File: config.mk
export PLATFORM = sky130hd
export DESIGN_NAME = modular_exponentiation
export DESIGN_NICKNAME = d
export VERILOG_FILES = /design/src/sv/modexp_pkg.sv /design/src/sv/modexp_mulmod.sv /design/src/sv/modular_exponentiation.sv
export SDC_FILE = /design/constraint.sdc
export NUM_CORES = 1
export LEC_CHECK = 0
export ABC_CLOCK_PERIOD_IN_PS = 6700
export BUFFER_PORTS_ARGS = -buffer_cell sky130_fd_sc_hd__buf_2
export CORE_ASPECT_RATIO = 1.75
export CORE_MARGIN = 2
export CORE_UTILIZATION = 50
export DETAILED_ROUTE_END_ITERATION = 8
export PLACE_DENSITY = 0.7
export SETUP_SLACK_MARGIN = 0.4
export SYNTH_ARGS = -nofsm -noshare
export SYNTH_HDL_FRONTEND = slang
export SYNTH_SLANG_ARGS = --single-unit
File: constraint.sdc
create_clock -name clk -period 6.7 [get_ports clk]
set_input_delay 0.67 -clock clk [delete_from_list [all_inputs] [get_ports clk]]
set_output_delay 0.67 -clock clk [all_outputs]
set_load 0.01 [all_outputs]
File: src/sv/modexp_pkg.sv
// Shared types for the modular exponentiation block.
`default_nettype none
package modexp_pkg;

	// Status of the shared modular multiplier.
	typedef struct packed {
		logic busy;
		logic done;
	} mm_status_t;

endpackage
`default_nettype wire

File: src/sv/modexp_mulmod.sv
// Bit-serial interleaved modular multiplier: one multiplier bit per cycle.
`default_nettype none
module modexp_mulmod import modexp_pkg::*; #(
	parameter int MOD_BITS = 18
) (
	input  wire logic                clk,
	input  wire logic                arst_n,
	input  wire logic                start,
	input  wire logic [MOD_BITS-1:0] a,
	input  wire logic [MOD_BITS-1:0] b,
	input  wire logic [MOD_BITS-1:0] m,
	output mm_status_t               status,
	output logic      [MOD_BITS-1:0] result
);

	localparam int W     = MOD_BITS + 2;
	localparam int CNT_W = $clog2(MOD_BITS + 1);

	logic [MOD_BITS-1:0] a_q;
	logic [MOD_BITS-1:0] b_q;
	logic [MOD_BITS-1:0] m_q;
	logic [MOD_BITS-1:0] r_q;
	logic [CNT_W-1:0]    cnt_q;
	logic                busy_q;
	logic                done_q;

	logic [W-1:0]        t;
	logic [W:0]          d1;
	logic [W:0]          d2;
	logic [MOD_BITS-1:0] r_nxt;

	// r < m and b < m, so 2r + b stays below 3m: one of two subtractions settles it.
	always_comb begin
		t  = {1'b0, r_q, 1'b0} + (a_q[MOD_BITS-1] ? W'(b_q) : W'(0));
		d1 = {1'b0, t} - {3'b000, m_q};
		d2 = {1'b0, t} - {2'b00, m_q, 1'b0};
		if (!d2[W]) begin
			r_nxt = d2[MOD_BITS-1:0];
		end else if (!d1[W]) begin
			r_nxt = d1[MOD_BITS-1:0];
		end else begin
			r_nxt = t[MOD_BITS-1:0];
		end
	end

	always_ff @(posedge clk or negedge arst_n) begin
		if (!arst_n) begin
			cnt_q  <= '0;
			busy_q <= 1'b0;
			done_q <= 1'b0;
		end else if (start) begin
			cnt_q  <= CNT_W'(MOD_BITS);
			busy_q <= 1'b1;
			done_q <= 1'b0;
		end else if (busy_q) begin
			cnt_q <= cnt_q - CNT_W'(1);
			if (cnt_q == CNT_W'(1)) begin
				busy_q <= 1'b0;
				done_q <= 1'b1;
			end
		end else begin
			done_q <= 1'b0;
		end
	end

	always_ff @(posedge clk) begin
		if (start) begin
			a_q <= a;
			b_q <= b;
			m_q <= m;
			r_q <= '0;
		end else if (busy_q) begin
			a_q <= {a_q[MOD_BITS-2:0], 1'b0};
			r_q <= r_nxt;
		end
	end

	assign status.busy = busy_q;
	assign status.done = done_q;
	assign result      = r_q;

endmodule
`default_nettype wire

File: src/sv/modular_exponentiation.sv
// Modular exponentiation by square-and-multiply on a bit-serial modular multiplier.
// When the modulus is below 2 the result is zero and no product is computed;
// otherwise the products run on the multiplier in turn: one product reduces the base,
// then each exponent bit below the highest set one costs a squaring and each set bit a multiply.
// One item at a time; s_tready rises in the same cycle as output valid, so the next transfer can be taken then.
// Reset: arst_n clears control and output valid at once and sets the modulus to 1.
`default_nettype none
module modular_exponentiation import modexp_pkg::*; #(
	parameter int MOD_BITS = 18,
	parameter int EXP_BITS = 63
) (
	input  wire logic clk,
	input  wire logic arst_n,
	// s_tdata fields from bit 0: base, exponent
	input  wire logic                                        s_tvalid,
	output logic                                             s_tready,
	input  wire logic [((MOD_BITS+EXP_BITS+7)/8)*8-1:0]      s_tdata,
	// m_tdata fields from bit 0: power_mod
	output logic                                             m_tvalid,
	input  wire logic                                        m_tready,
	output logic [((MOD_BITS+7)/8)*8-1:0]                    m_tdata,
	input  wire logic                                        cfg_valid,
	output logic                                             cfg_ready,
	input  wire logic [MOD_BITS-1:0]                         cfg_data
);

	localparam int OUT_W = ((MOD_BITS + 7) / 8) * 8;

	localparam logic [2:0] ST_IDLE = 3'd0;
	localparam logic [2:0] ST_RED  = 3'd1;
	localparam logic [2:0] ST_MUL  = 3'd2;
	localparam logic [2:0] ST_SQR  = 3'd3;
	localparam logic [2:0] ST_FIN  = 3'd4;

	localparam logic [MOD_BITS-1:0] ONE = MOD_BITS'(1);

	logic [2:0]          state_q;
	logic                start_q;
	logic [MOD_BITS-1:0] mod_q;
	logic [MOD_BITS-1:0] base_q;
	logic [EXP_BITS-1:0] exp_q;
	logic [MOD_BITS-1:0] acc_q;
	logic [MOD_BITS-1:0] sq_q;
	logic [MOD_BITS-1:0] res_q;
	logic                m_tvalid_q;
	logic [OUT_W-1:0]    m_tdata_q;

	logic [MOD_BITS-1:0] mm_a;
	logic [MOD_BITS-1:0] mm_b;
	logic [MOD_BITS-1:0] mm_res;
	mm_status_t          mm_st;
	logic                in_xfer;

	assign s_tready  = (state_q == ST_IDLE);
	assign in_xfer   = s_tvalid && s_tready;
	assign cfg_ready = 1'b1;
	assign m_tvalid  = m_tvalid_q;
	assign m_tdata   = m_tdata_q;

	always_comb begin
		case (state_q)
			ST_RED: begin
				mm_a = base_q;
				mm_b = ONE;
			end
			ST_MUL: begin
				mm_a = acc_q;
				mm_b = sq_q;
			end
			default: begin
				mm_a = sq_q;
				mm_b = sq_q;
			end
		endcase
	end

	modexp_mulmod #(
		.MOD_BITS(MOD_BITS)
	) u_mulmod (
		.clk    (clk),
		.arst_n (arst_n),
		.start  (start_q),
		.a      (mm_a),
		.b      (mm_b),
		.m      (mod_q),
		.status (mm_st),
		.result (mm_res)
	);

	always_ff @(posedge clk or negedge arst_n) begin
		if (!arst_n) begin
			mod_q <= ONE;
		end else if (cfg_valid && cfg_ready) begin
			mod_q <= cfg_data;
		end
	end

	always_ff @(posedge clk or negedge arst_n) begin
		if (!arst_n) begin
			state_q    <= ST_IDLE;
			start_q    <= 1'b0;
			m_tvalid_q <= 1'b0;
		end else begin
			start_q <= 1'b0;
			if (m_tvalid_q && m_tready) begin
				m_tvalid_q <= 1'b0;
			end
			case (state_q)
				ST_IDLE: begin
					if (in_xfer) begin
						if (mod_q < MOD_BITS'(2)) begin
							state_q <= ST_FIN;
						end else begin
							state_q <= ST_RED;
							start_q <= 1'b1;
						end
					end
				end
				ST_RED: begin
					if (mm_st.done) begin
						if (exp_q == '0) begin
							state_q <= ST_FIN;
						end else begin
							state_q <= exp_q[0] ? ST_MUL : ST_SQR;
							start_q <= 1'b1;
						end
					end
				end
				ST_MUL: begin
					if (mm_st.done) begin
						if (exp_q[EXP_BITS-1:1] == '0) begin
							state_q <= ST_FIN;
						end else begin
							state_q <= ST_SQR;
							start_q <= 1'b1;
						end
					end
				end
				ST_SQR: begin
					// the remaining exponent is nonzero here, so another bit follows
					if (mm_st.done) begin
						state_q <= exp_q[1] ? ST_MUL : ST_SQR;
						start_q <= 1'b1;
					end
				end
				ST_FIN: begin
					// hold until the output register is free
					if (!m_tvalid_q || m_tready) begin
						m_tvalid_q <= 1'b1;
						state_q    <= ST_IDLE;
					end
				end
				default: begin
					state_q <= ST_IDLE;
				end
			endcase
		end
	end

	always_ff @(posedge clk) begin
		case (state_q)
			ST_IDLE: begin
				if (in_xfer) begin
					base_q <= s_tdata[MOD_BITS-1:0];
					exp_q  <= s_tdata[MOD_BITS+EXP_BITS-1:MOD_BITS];
					res_q  <= '0;
				end
			end
			ST_RED: begin
				if (mm_st.done) begin
					sq_q  <= mm_res;
					acc_q <= ONE;
					res_q <= ONE;
				end
			end
			ST_MUL: begin
				if (mm_st.done) begin
					acc_q <= mm_res;
					res_q <= mm_res;
				end
			end
			ST_SQR: begin
				if (mm_st.done) begin
					sq_q  <= mm_res;
					exp_q <= {1'b0, exp_q[EXP_BITS-1:1]};
				end
			end
			ST_FIN: begin
				if (!m_tvalid_q || m_tready) begin
					m_tdata_q <= OUT_W'(res_q);
				end
			end
			default: begin
			end
		endcase
	end

`ifndef SYNTH
	a_mm_below_mod: assert property (@(posedge clk) disable iff (!arst_n)
		(mm_st.done && state_q != ST_IDLE) |-> (mm_res < mod_q))
		else $error("modular product not reduced below the modulus");

	a_start_busy: assert property (@(posedge clk) disable iff (!arst_n)
		start_q |=> mm_st.busy)
		else $error("multiplier did not start");

	a_exp_live: assert property (@(posedge clk) disable iff (!arst_n)
		(state_q == ST_MUL || state_q == ST_SQR) |-> (exp_q != '0))
		else $error("exponent step with no bits left");
`endif

endmodule
`default_nettype wire

==> impl_results.md, run 1 <==
- Leak: 0.005517 uW
- CTS tree: built
- Top_reg_cell synth: edfxtp_1
- Synth area leaders: edfxtp_1, mux2_2, dfrtp_1
- Most frequent cells in the layout: edfxtp_1, buf_2, mux2_2, nor2_1, ha_1
- Cts repair resizes: 0
- Adder-Cell Fraction of Synth Area: 5.759%
- Total wire length: 27.97 mm
- Syn-to-layout area delta: 13.32%
- Crit end category: flop
- Critical path arrival: 5920 ps
- Synth Area in Simple Gates: 11.45%
- Hold Buf Count CTS: 0
- Postcts setup bufs: 0
- Wire per inst: 18.52 microns
- CTS H-tree depth: 1
- Initial antenna violation count: 0
- Pwr Density: approximately 220 nW/um^2
- Number of synthesized flops with an enable pin: 207
- Hold WC Path Type: in2async
- Worst Max-Slew Pin Slew: 1039 ps
- Antenna viol nets, final: 0
- Sequential-to-total area share from yosys stat: between 50% and 60%
- Vias: 8,448
- Clock skew: 15.83 ps
- Final count of negative-setup-slack endpoints: 0
- CP Launch Type: flop
- Rows: 78
- RSZ-0062 raised after global routing: false
- Via density per instance: 5.595
- Number of diodes: 0
- Peak supply drop: 0.0002299 V
- FMAX: 0.1821 GHz
- Worst skew pair latency: roughly 540 ps
- Final Util: between 50 and 60%
- Clock Path Buffers: 3
- First-pass GRT wire length: between 40 and 50 mm
- Port Buffers: 123
- Post-synthesis compound-gate area fraction: 12.07%
- Rel. slew slack: 30.66%
- Fin crit share: 81.97%
- Synth area leader: edfxtp_1
- CP Class: reg2reg
- Top cell type's share of synthesized area: between 40% and 50%
- TritonCTS buffer count: 25
- Largest family of logic cells by synthesized area: compound AO/OA/AOI/OAI gates
- Number of remaining DRC errors: 0
- Gpl congestion: 0.8862
- Top-level port count: 138
- Multiplexer area fraction after synthesis: about 8%
- Ys async rst share: 11.76%
- Die Footprint: 27,340 sq um
- 1st-pass router iterations: 5
- CTS sink cnt: 255
- Fin Setup TNS: 0 ps
- Starting density of the core: 50.42%
- HPWL Detailed: 20.54 mm
- Avg Inst Size Synth: roughly 12 sq um
- Starting DRC count in detailed routing: roughly 430
- Worst Path Required: around 7000 ps
- Vias in the first global route: 8,778
- Clock root buffer: clkbuf_16
- Commonest non-fill, non-tap cell in the layout: edfxtp_1
- Synthesized instance count: 1,054
- Tmin final: between 5000 and 6000 ps
- Core area: 25,760 sq um
- Max cap viols: 0
- Register bit count reported by yosys: 255
- Gr ovfl total: 0
- Post-synth cell types: 84
- Outcome: finished clean
- GRT Overall Usage: between 20 and 25%
- Die Span X: 125.9 microns
- Fillers: between 2,000 and 2,500
- Area share of xor/xnor cells in the synthesized design: 3.178%
- Fin. max-slew vios: 0
- Clock transition at path regs: 70 ps
- Mapped cell area: 12,990 sq um
- Largest net degree at the start of global routing: 65
- Hold Fails Final Rpt: 0
- Nets: 1,341
- Layout cells sized above 1: 23.78%
- Critical Path Fanout Max: 19
- Ys Warns: 0
- Die height: around 220 microns
## cells in the mapped netlist, drive strengths merged, types with 5 or more instances
cell type / instances
a211oi: 12
a21o: 15
a21oi: 41
a22oi: 19
a31oi: 30
and2: 48
buf: 17
clkbuf: 30
dfrtp: 29
dfxtp: 18
edfxtp: 207
ha: 55
inv: 47
mux2: 80
mux2i: 11
nand2: 49
nand2b: 9
nand3: 10
nand4: 10
nor2: 65
nor2b: 23
nor3: 27
nor4: 24
o211ai: 6
o21a: 14
o21ai: 32
o21bai: 8
o31ai: 5
or3: 5
xnor2: 33
xor2: 12
## state kept, by name, indices dropped and copies added, names as in the netlist
register         count
state_q              3
start_q              1
m_tdata             18
base_q              18
m_tvalid             1
sq_q                18
acc_q               18
exp_q               63
u_mulmod.cnt_q       5
u_mulmod.m_q        18
u_mulmod.busy_q      1
u_mulmod.result     18
res_q               18
u_mulmod.b_q        18
mod_q               18
u_mulmod.done_q      1
u_mulmod.a_q        18
## kinds of logic after synthesis
family	Yosys count
compound gates	222
xor+xnor	45
fa+ha+maj	58
buf+inv	95
flops	255
mux	91
other cells	2
simple gates	286
## where the power goes
part	internal, uW	total (uW)	switching, uW
registers	1710	1720	8.39
logic	44.4	68.1	23.7
clock network	824	1440	615
total	2580	3230	647
## per-layer routing
layer | GRT usage (%) | part of all wire [%] | vias up | wire, microns
met3 | 2.950 | 3.6 | 51 | 1017
met2 | 39.28 | 55 | 175 | 15350
met4 | 7.692 | 3.3 | 0 | 911
met5 | 0 | 0 | - | 0
li1 | - | - | 4189 | -
met1 | 22.48 | 38 | 4033 | 10690
## stage by stage
| step | total power [uW] | std cells | setup slack (ps) | hold slack [ps] | instance area (sq um) |
|---|---|---|---|---|---|
| final | 3229 | 1510 | 1208 | 179.3 | 14720 |
| after global routing | 3322 | 1510 | 751.8 | 219.0 | 14720 |
| after CTS | 3254 | 1510 | 1183 | 191.2 | 14720 |
| after detailed placement | 1825 | 1465 | 1223 | 404.5 | 13880 |
| after global placement | 1821 | 1465 | 1317 | 401.3 | 13880 |
| after floorplan | 1788 | 1059 | 2364 | 374.4 | 13010 |
## critical path: stages (launching register included)
cell	delay, ps
edfxtp_1	670
and2_1	210
ha_1	190
inv_1	60
fa_1	400
nor2b_1	180
o31ai_1	110
a21oi_2	280
a2111oi_2	130
or3b_2	530
nand2_1	100
xor2_1	310
ha_1	350
and2_1	190
a22o_1	230
a2111oi_4	370
o211ai_2	410
a31oi_1	340
mux2i_1	110
a22o_1	190
## cell type report
cell class                      count  area [sq um]  area share (%)
Tap cell                          320         400.4           2.720
Timing Repair Buffer              133         690.7           4.691
Multi-Input combinational cell    709          5274           35.82
Inverter                           48         182.7           1.241
Sequential cell                   255          7330           49.79
Clock inverter                     13         142.6          0.9689
Clock buffer                       32         701.9           4.768
## final timing paths
check | from | endpoint | slack, ps | cells past startpoint
min in group clk | s_tdata[12] | base_q[12] | 310 | 1
worst max-delay path | u_mulmod.a_q[17] | u_mulmod.result[0] | 1210 | 19
worst min-delay path | arst_n | m_tvalid | 180 | 1
worst min register to register | res_q[15] | m_tdata[15] | 420 | 0
max in group asynchronous | arst_n | start_q | 6010 | 1
worst max register to register | u_mulmod.a_q[17] | u_mulmod.result[0] | 1210 | 19
(Power assumes the default switching activity.)
==> run 2: changes to the inputs <==
--- a/config.mk
+++ b/config.mk
@@ -5,13 +5,13 @@
 export SDC_FILE = /design/constraint.sdc
 export NUM_CORES = 1
 export LEC_CHECK = 0
-export ABC_CLOCK_PERIOD_IN_PS = 6700
+export ABC_CLOCK_PERIOD_IN_PS = 4640
 export BUFFER_PORTS_ARGS = -buffer_cell sky130_fd_sc_hd__buf_2
 export CORE_ASPECT_RATIO = 1.75
 export CORE_MARGIN = 2
 export CORE_UTILIZATION = 50
 export DETAILED_ROUTE_END_ITERATION = 8
-export PLACE_DENSITY = 0.7
+export PLACE_DENSITY = 0.72
 export SETUP_SLACK_MARGIN = 0.4
 export SYNTH_ARGS = -nofsm -noshare
 export SYNTH_HDL_FRONTEND = slang
==> constraint.sdc (replaced) <==
create_clock -name clk -period 4.64 [get_ports clk]
set_input_delay 0.464 -clock clk [delete_from_list [all_inputs] [get_ports clk]]
set_output_delay 0.464 -clock clk [all_outputs]
set_load 0.01 [all_outputs]
==> run 2 against run 1 <==
  * Critical path type unchanged
  * Global-route usage increased by 0.71 points
  * Highest routed layer unchanged
  * Wire length increased by 5.9%
  * Critical path depth increased by 2
==> impl_results.md, run 2 (same netlist as run 1, synthesis figures left out) <==
- Max cap viols: 0
- Gr ovfl total: 0
- Worst Max-Slew Pin Slew: 961.9 ps
- Hold path depth: 1
- Die height: 217.2 microns
- Antenna viol nets, final: 0
- Fillers: 2,138
- Pwr Density: 297.9 nW/um^2
- Die Span X: 125.9 microns
- 1st-pass router iterations: 5
- Fin crit share: 94.42%
- Post-route insts no fill: 1,557
- Clock root buffer: clkbuf_16
- CTS H-tree depth: 1
- Initial antenna violation count: 2
- Crit end category: flop
- Reg-to-Reg End: u_mulmod.result[9]
- Total wire length: ~30 mm
- R2R Setup Slk: 260 ps
- Critical Path Fanout Max: 7
- Critical-path top delay cell: edfxtp_1
- Area of the multi-input gates: approximately 5700 sq um
- Nets: about 1,400
- Reg-to-reg startpoint: u_mulmod.a_q[17]
- Hold WC Path Type: in2reg
- Largest Register: exp_q
- CTS sink cnt: 255
- Tmin final: 4381 ps
- CP Cell Sequence: buf_6 > buf_6 > and2_1 > ha_1 > nand2_1 > nand2_1 > a211o_1 > a21oi_2 > xnor2_2 > ha_1 > and2_4 > or2_1 > a21o_1 > a22o_1 > a2111oi_4 > buf_4 > o211ai_4 > buf_6 > a21oi_2 > o31a_1 > nor3_2
- Final count of negative-setup-slack endpoints: 0
- TritonCTS buffer count: 25
- Top cell by count, worst path: buf_6
- Starting density of the core: slightly above 50%
- Number of remaining DRC errors: 0
- HPWL Detailed: 21.14 mm
- Hold Fails Final Rpt: 0
- RSZ-0062 raised after global routing: true
- Clock skew: approximately 11 ps
- Fin. max-slew vios: 0
- Outcome: finished clean
- Cell total after placement: 1,489
- Vias: 8,787
- Via density per instance: 5.644
- Hold Startpoint: s_tdata[4]
- Worst Path Required: 5040 ps
- Vias in the first global route: between 8,000 and 9,000
- Worst skew pair latency: between 500 and 600 ps
- Clock Path Buffers: 3
- CP Class: reg2reg
- CP Launch Type: flop
- Max FFs per register: 63
- Rel. slew slack: 35.28%
- Pwr Total: approximately 4600 uW
- GRT Overall Usage: 21.15%
- Core area: around 26,000 sq um
- Largest net degree at the start of global routing: 65
- Leak: 0.005890 uW
- Critical path arrival: between 4000 and 5000 ps
- Peak supply drop: 0.0002906 V
- Die Footprint: 27,340 sq um
- Clock transition at path regs: ~70 ps
- Port Buffers: 123
- Most frequent cells in the layout: edfxtp_1, buf_2, mux2_2, nor2_1, inv_1
- Starting DRC count in detailed routing: 542
- Commonest non-fill, non-tap cell in the layout: edfxtp_1
- Worst Hold End: base_q[4]
- Rows: between 70 and 80
- FMAX: about 0.23 GHz
- Max stage delay on crit path: between 400 and 500 ps
- CTS tree: built
- Top-level port count: 138
- Wire per inst: between 15 and 20 microns
- Syn-to-layout area delta: 19.87%
- First-pass GRT wire length: 46.13 mm
- Register area: ~7300 sq um
- Gpl congestion: between 0.8 and 0.9
- Register-to-Register Path Depth: 21
- Layout cells sized above 1: around 31%
run 2: cell types whose count changed in the layout (fill, tap and decap cells not counted), moves of 5 or more:
| cell | previous run | this run |
|---|---|---|
| buf_4 | 10 | 43 |
| ha_1 | 55 | 41 |
| ha_4 | 0 | 10 |
| a21oi_1 | 39 | 32 |
| a21oi_2 | 2 | 8 |
| a211oi_1 | 12 | 7 |
| and2_1 | 48 | 43 |
| buf_6 | 0 | 5 |
| clkbuf_8 | 5 | 0 |
| xnor2_1 | 32 | 27 |
| xnor2_2 | 0 | 5 |
run 2: area by class of cell:
| class | count | share of cell area (%) |
|---|---|---|
| antenna | 2 | 0.03214 |
| clock buffer | 27 | 4.066 |
| clock inverter | 18 | 1.181 |
| inverter | 48 | 1.173 |
| multi-input combinational | 710 | 36.78 |
| sequential | 255 | 47.07 |
| tap | 320 | 2.571 |
| timing repair buffer | 177 | 7.127 |
run 2: worst max-delay path by stage:
stage                          start                  end  slack, ps
finish              u_mulmod.a_q[17]   u_mulmod.result[9]        260
global route        u_mulmod.a_q[17]   u_mulmod.result[9]         80
CTS                 u_mulmod.a_q[17]   u_mulmod.result[9]        200
detailed placement  u_mulmod.a_q[17]   u_mulmod.result[3]        -10
global placement    u_mulmod.a_q[17]   u_mulmod.result[0]         30
floorplan           u_mulmod.a_q[17]  u_mulmod.result[11]        430
run 2: report_power, final:
group / total, uW / switching, uW / internal, uW / leakage (uW)
Combinational: 98.4 / 33.8 / 64.6 / 0.00322
Clock: 2050 / 893 / 1160 / 0.000393
Sequential: 2490 / 12.2 / 2470 / 0.00228
Total: 4640 / 939 / 3700 / 0.00589
run 2: timing repair:
| item | CTS | global route |
|---|---|---|
| pin swaps | 26 | 30 |
| resized for setup | 32 | 49 |
| endpoints found under the setup margin | 18 | 18 |
| hold buffers | 1 | 0 |
| setup buffers | 7 | 11 |
| endpoints found under the hold margin | 12 | 0 |
| cloned | 1 | 1 |
run 2: metrics by stage:
stage | setup TNS (ps) | worst slack [ps] | hold WS (ps) | utilization [%] | instance area, sq um
3_3_place_gp | 0 | 32.95 | 401.7 | 54.70 | 14090
5_1_grt | 0 | 80.75 | 81.39 | 60.44 | 15570
6_report | 0 | 258.7 | 98.81 | 60.44 | 15570
2_1_floorplan | 0 | 433.4 | 168.4 | - | 13030
4_1_cts | 0 | 204.4 | 83.12 | 58.84 | 15160
3_5_place_dp | -14.04 | -14.04 | 404.5 | 54.70 | 14090
run 2: metal layers:
layer / share of wire (%) / routed length [microns] / GRT usage [%] / up-vias
met5: 0 / 0 / 0 / -
met4: 4.4 / 1297 / 9.341 / 0
met3: 4.0 / 1172 / 3.196 / 64
met2: 55 / 16330 / 40.34 / 199
met1: 37 / 10810 / 22.82 / 4259
li1: - / - / - / 4265
run 2: worst max-delay path: cells and delay by family (launching register included):
family	cells	cell delay, ps
and+or+nand+nor	6	820
AOI/OAI and AO/OA	8	1470
xor gates and xnor gates	1	160
DFF	1	420
buffers and inverters	4	690
adders and majority gates	2	670
==> run 3: changes to the inputs <==
--- a/config.mk
+++ b/config.mk
@@ -5,6 +5,7 @@
 export SDC_FILE = /design/constraint.sdc
 export NUM_CORES = 1
 export LEC_CHECK = 0
+export ABC_AREA = 1
 export ABC_CLOCK_PERIOD_IN_PS = 4640
 export BUFFER_PORTS_ARGS = -buffer_cell sky130_fd_sc_hd__buf_2
 export CORE_ASPECT_RATIO = 1.75
==> run 3 against run 2 <==
  * Sequential share of layout area decreased by 0.053 points
  * Area after synthesis increased by 4.4%
  * Final area increased by 0.11%
  * Critical path depth increased by 5
  * Clock skew decreased by 2.6 ps
  * Largest cell class unchanged
  * Register-to-register slack improved by 390 ps
  * Worst hold slack got worse by 8.1 ps
  * Final cell count increased by 27%
==> impl_results.md, run 3 <==
- Outcome: finished clean
- Most frequent cells in the layout: nand2_1, edfxtp_1, inv_1, buf_2, nor2_1
- Top-level port count: 138
- Die Footprint: 28,500 sq um
- Largest net degree at the start of global routing: 74
- Commonest non-fill, non-tap cell in the layout: nand2_1
- Clock skew: 8.415 ps
- DR WL met2: roughly 17 mm
- Initial antenna violation count: 0
- CP Class: reg2reg
- Fin crit share: 86.06%
- Ys Warns: 0
- Wire per inst: 15.80 microns
- Post-synth top cells: nand2_1, edfxtp_1, inv_1
- FMAX: 0.2504 GHz
- Final count of negative-setup-slack endpoints: 0
- Nets: between 1,500 and 2,000
- Sequential-to-total area share from yosys stat: 54.05%
- GRT Overall Usage: 21.45%
- Rows: 79
- Largest Register: exp_q
- Fin Setup TNS: 0 ps
- Rel. slew slack: 25.78%
- Die Span X: 128.5 microns
- Number of remaining DRC errors: 0
- Worst Path Required: 5130 ps
- Top cell type's share of synthesized area: 45.84%
- Avg Inst Size Synth: roughly 9 sq um
- CTS H-tree depth: 1
- Number of synthesized flops with an enable pin: around 210
- Fillers: 2,327
- Critical-path top delay cell: edfxtp_1
- Layout cells sized above 1: 15.91%
- Port Buffers: around 120
- Worst skew pair latency: 550 ps
- Clock transition at path regs: 70 ps
- Vias in the first global route: 10,410
- Total wire length: 31.24 mm
- Post-route insts no fill: 1,977
- Synthesized instance count: around 1,500
- Top_reg_cell synth: edfxtp_1
- CP Launch Type: flop
- Starting density of the core: 51.00%
- Number of diodes: 0
- Worst Max-Slew Pin Slew: roughly 1100 ps
- Top cell by count, worst path: nand2_1
- First-pass GRT wire length: 49.09 mm
- Syn-to-layout area delta: 14.98%
- TritonCTS buffer count: 25
- Hold WC Path Type: in2reg
- Mapped cell area: 13,560 sq um
- WL met1: around 12 mm
- Synth area leaders: edfxtp_1, nand2_1, dfrtp_1
- Antenna viol nets, final: 0
- Via density per instance: 5.240
- Register bit count reported by yosys: 255
- Metal3 WL: 994 microns
- Die height: 221.8 microns
- Max FFs per register: between 60 and 70
- Vias: between 10,000 and 15,000
- Post-synth cell types: 49
- CTS sink cnt: 255
- Top-count cell post-synth: nand2_1
- Core area: roughly 27,000 sq um
- Critical path arrival: around 4500 ps
- CP top delay family: simple AND/OR/NAND/NOR gates
- Starting DRC count in detailed routing: 564
- Max stage delay on crit path: around 400 ps
- Gr ovfl total: 0
- Max cap viols: 0
- CTS tree: built
- Top Layer Used: met4
- Cell total after placement: 1,921
- HPWL Detailed: ~23 mm
- Worst Hold Slack: just over 90 ps
- Critical Path Fanout Max: 20
- Crit end category: flop
- Ys async rst share: 11.76%
- Clock Path Buffers: 3
- 1st-pass router iterations: 5
- Hold Fails Final Rpt: 0
- RSZ-0062 raised after global routing: true
- Clock root buffer: clkbuf_16
- Synth area leader: edfxtp_1
- Gpl congestion: roughly 0.92
- Fin. max-slew vios: 0
- CP Buf/Inv Count: 6
- Tmin final: roughly 4000 ps
==> run 3: path summary, 6_finish.rpt <==
| kind | start | endpoint | slack (ps) | cells after the start |
|---|---|---|---|---|
| worst max-delay path | u_mulmod.a_q[17] | u_mulmod.result[1] | 650 | 26 |
| worst min-delay path | s_tdata[1] | base_q[1] | 90 | 1 |
| worst max register to register | u_mulmod.a_q[17] | u_mulmod.result[1] | 650 | 26 |
| worst min register to register | res_q[9] | m_tdata[9] | 420 | 0 |
| max in group asynchronous | arst_n | start_q | 3600 | 2 |
| min in group asynchronous | arst_n | mod_q[16] | 510 | 2 |
==> run 3: routing by layer <==
metal,up-vias,GRT usage (%)
met5,-,0
met4,0,7.976
met3,61,2.486
met2,235,41.76
met1,4841,23.09
li1,5223,-
==> run 3: kinds of logic after synthesis <==
| family | after synthesis | synth area share (%) |
|---|---|---|
| AO/OA/AOI/OAI | 150 | 6.570 |
| XOR/XNOR | 35 | 2.261 |
| adder cells (fa/ha/maj) | 58 | 5.518 |
| buffers and inverters | 245 | 7.179 |
| flip-flops | 255 | 54.05 |
| multiplexers | 17 | 1.412 |
| other | 2 | 0.05539 |
| AND/OR/NAND/NOR | 741 | 22.96 |
==> run 3: worst reg2reg max path, cell delays in order, from the launching register on <==
cell,delay (ps)
edfxtp_1,400
buf_4,180
buf_4,160
nand2_1,70
inv_1,40
ha_2,380
nand2_1,60
inv_1,100
nand2_1,70
or2_2,290
nand3_1,150
xor2_2,270
buf_4,160
ha_1,260
nand2_1,80
nand2_1,40
inv_1,60
o21ai_0,70
a21oi_1,150
nand2_2,140
nand2_8,180
nand3_2,240
nand2_1,130
nand3_1,80
nand2_1,70
nand2_1,50
nand2_1,50
==> run 3: layout make-up <==
| class | instances | area, sq um | area share, % |
|---|---|---|---|
| clock buffers | 25 | 625.6 | 4.013 |
| clock inverters | 21 | 300.3 | 1.926 |
| inverters | 197 | 739.5 | 4.743 |
| multi-input cells | 1011 | 5401 | 34.65 |
| flip-flops and latches | 255 | 7330 | 47.01 |
| well taps | 324 | 405.4 | 2.600 |
| repair buffers | 144 | 788.3 | 5.056 |
==> run 3: stage by stage <==
stage               area (sq um)  setup WS [ps]  util [%]
finish                     15590          646.6     58.63
global placement           14500          475.1     54.52
CTS                        15470          494.6     58.17
detailed placement         14500          325.0     54.52
floorplan                  13580          428.7         -
global route               15590          388.1     58.63
==> run 3: repair_timing <==
action,4_1_cts,5_1_grt
setup buffers,3,3
hold buffers,1,0
pin swaps,1,3
endpoints found under the hold margin,16,0
gates cloned,0,3
gates resized for setup,0,12
endpoints found under the setup margin,18,18
Power of run 3 is left out: the tool's default activity adds up to more than one toggle a clock period on the data nets, which glitch-free logic cannot reach.
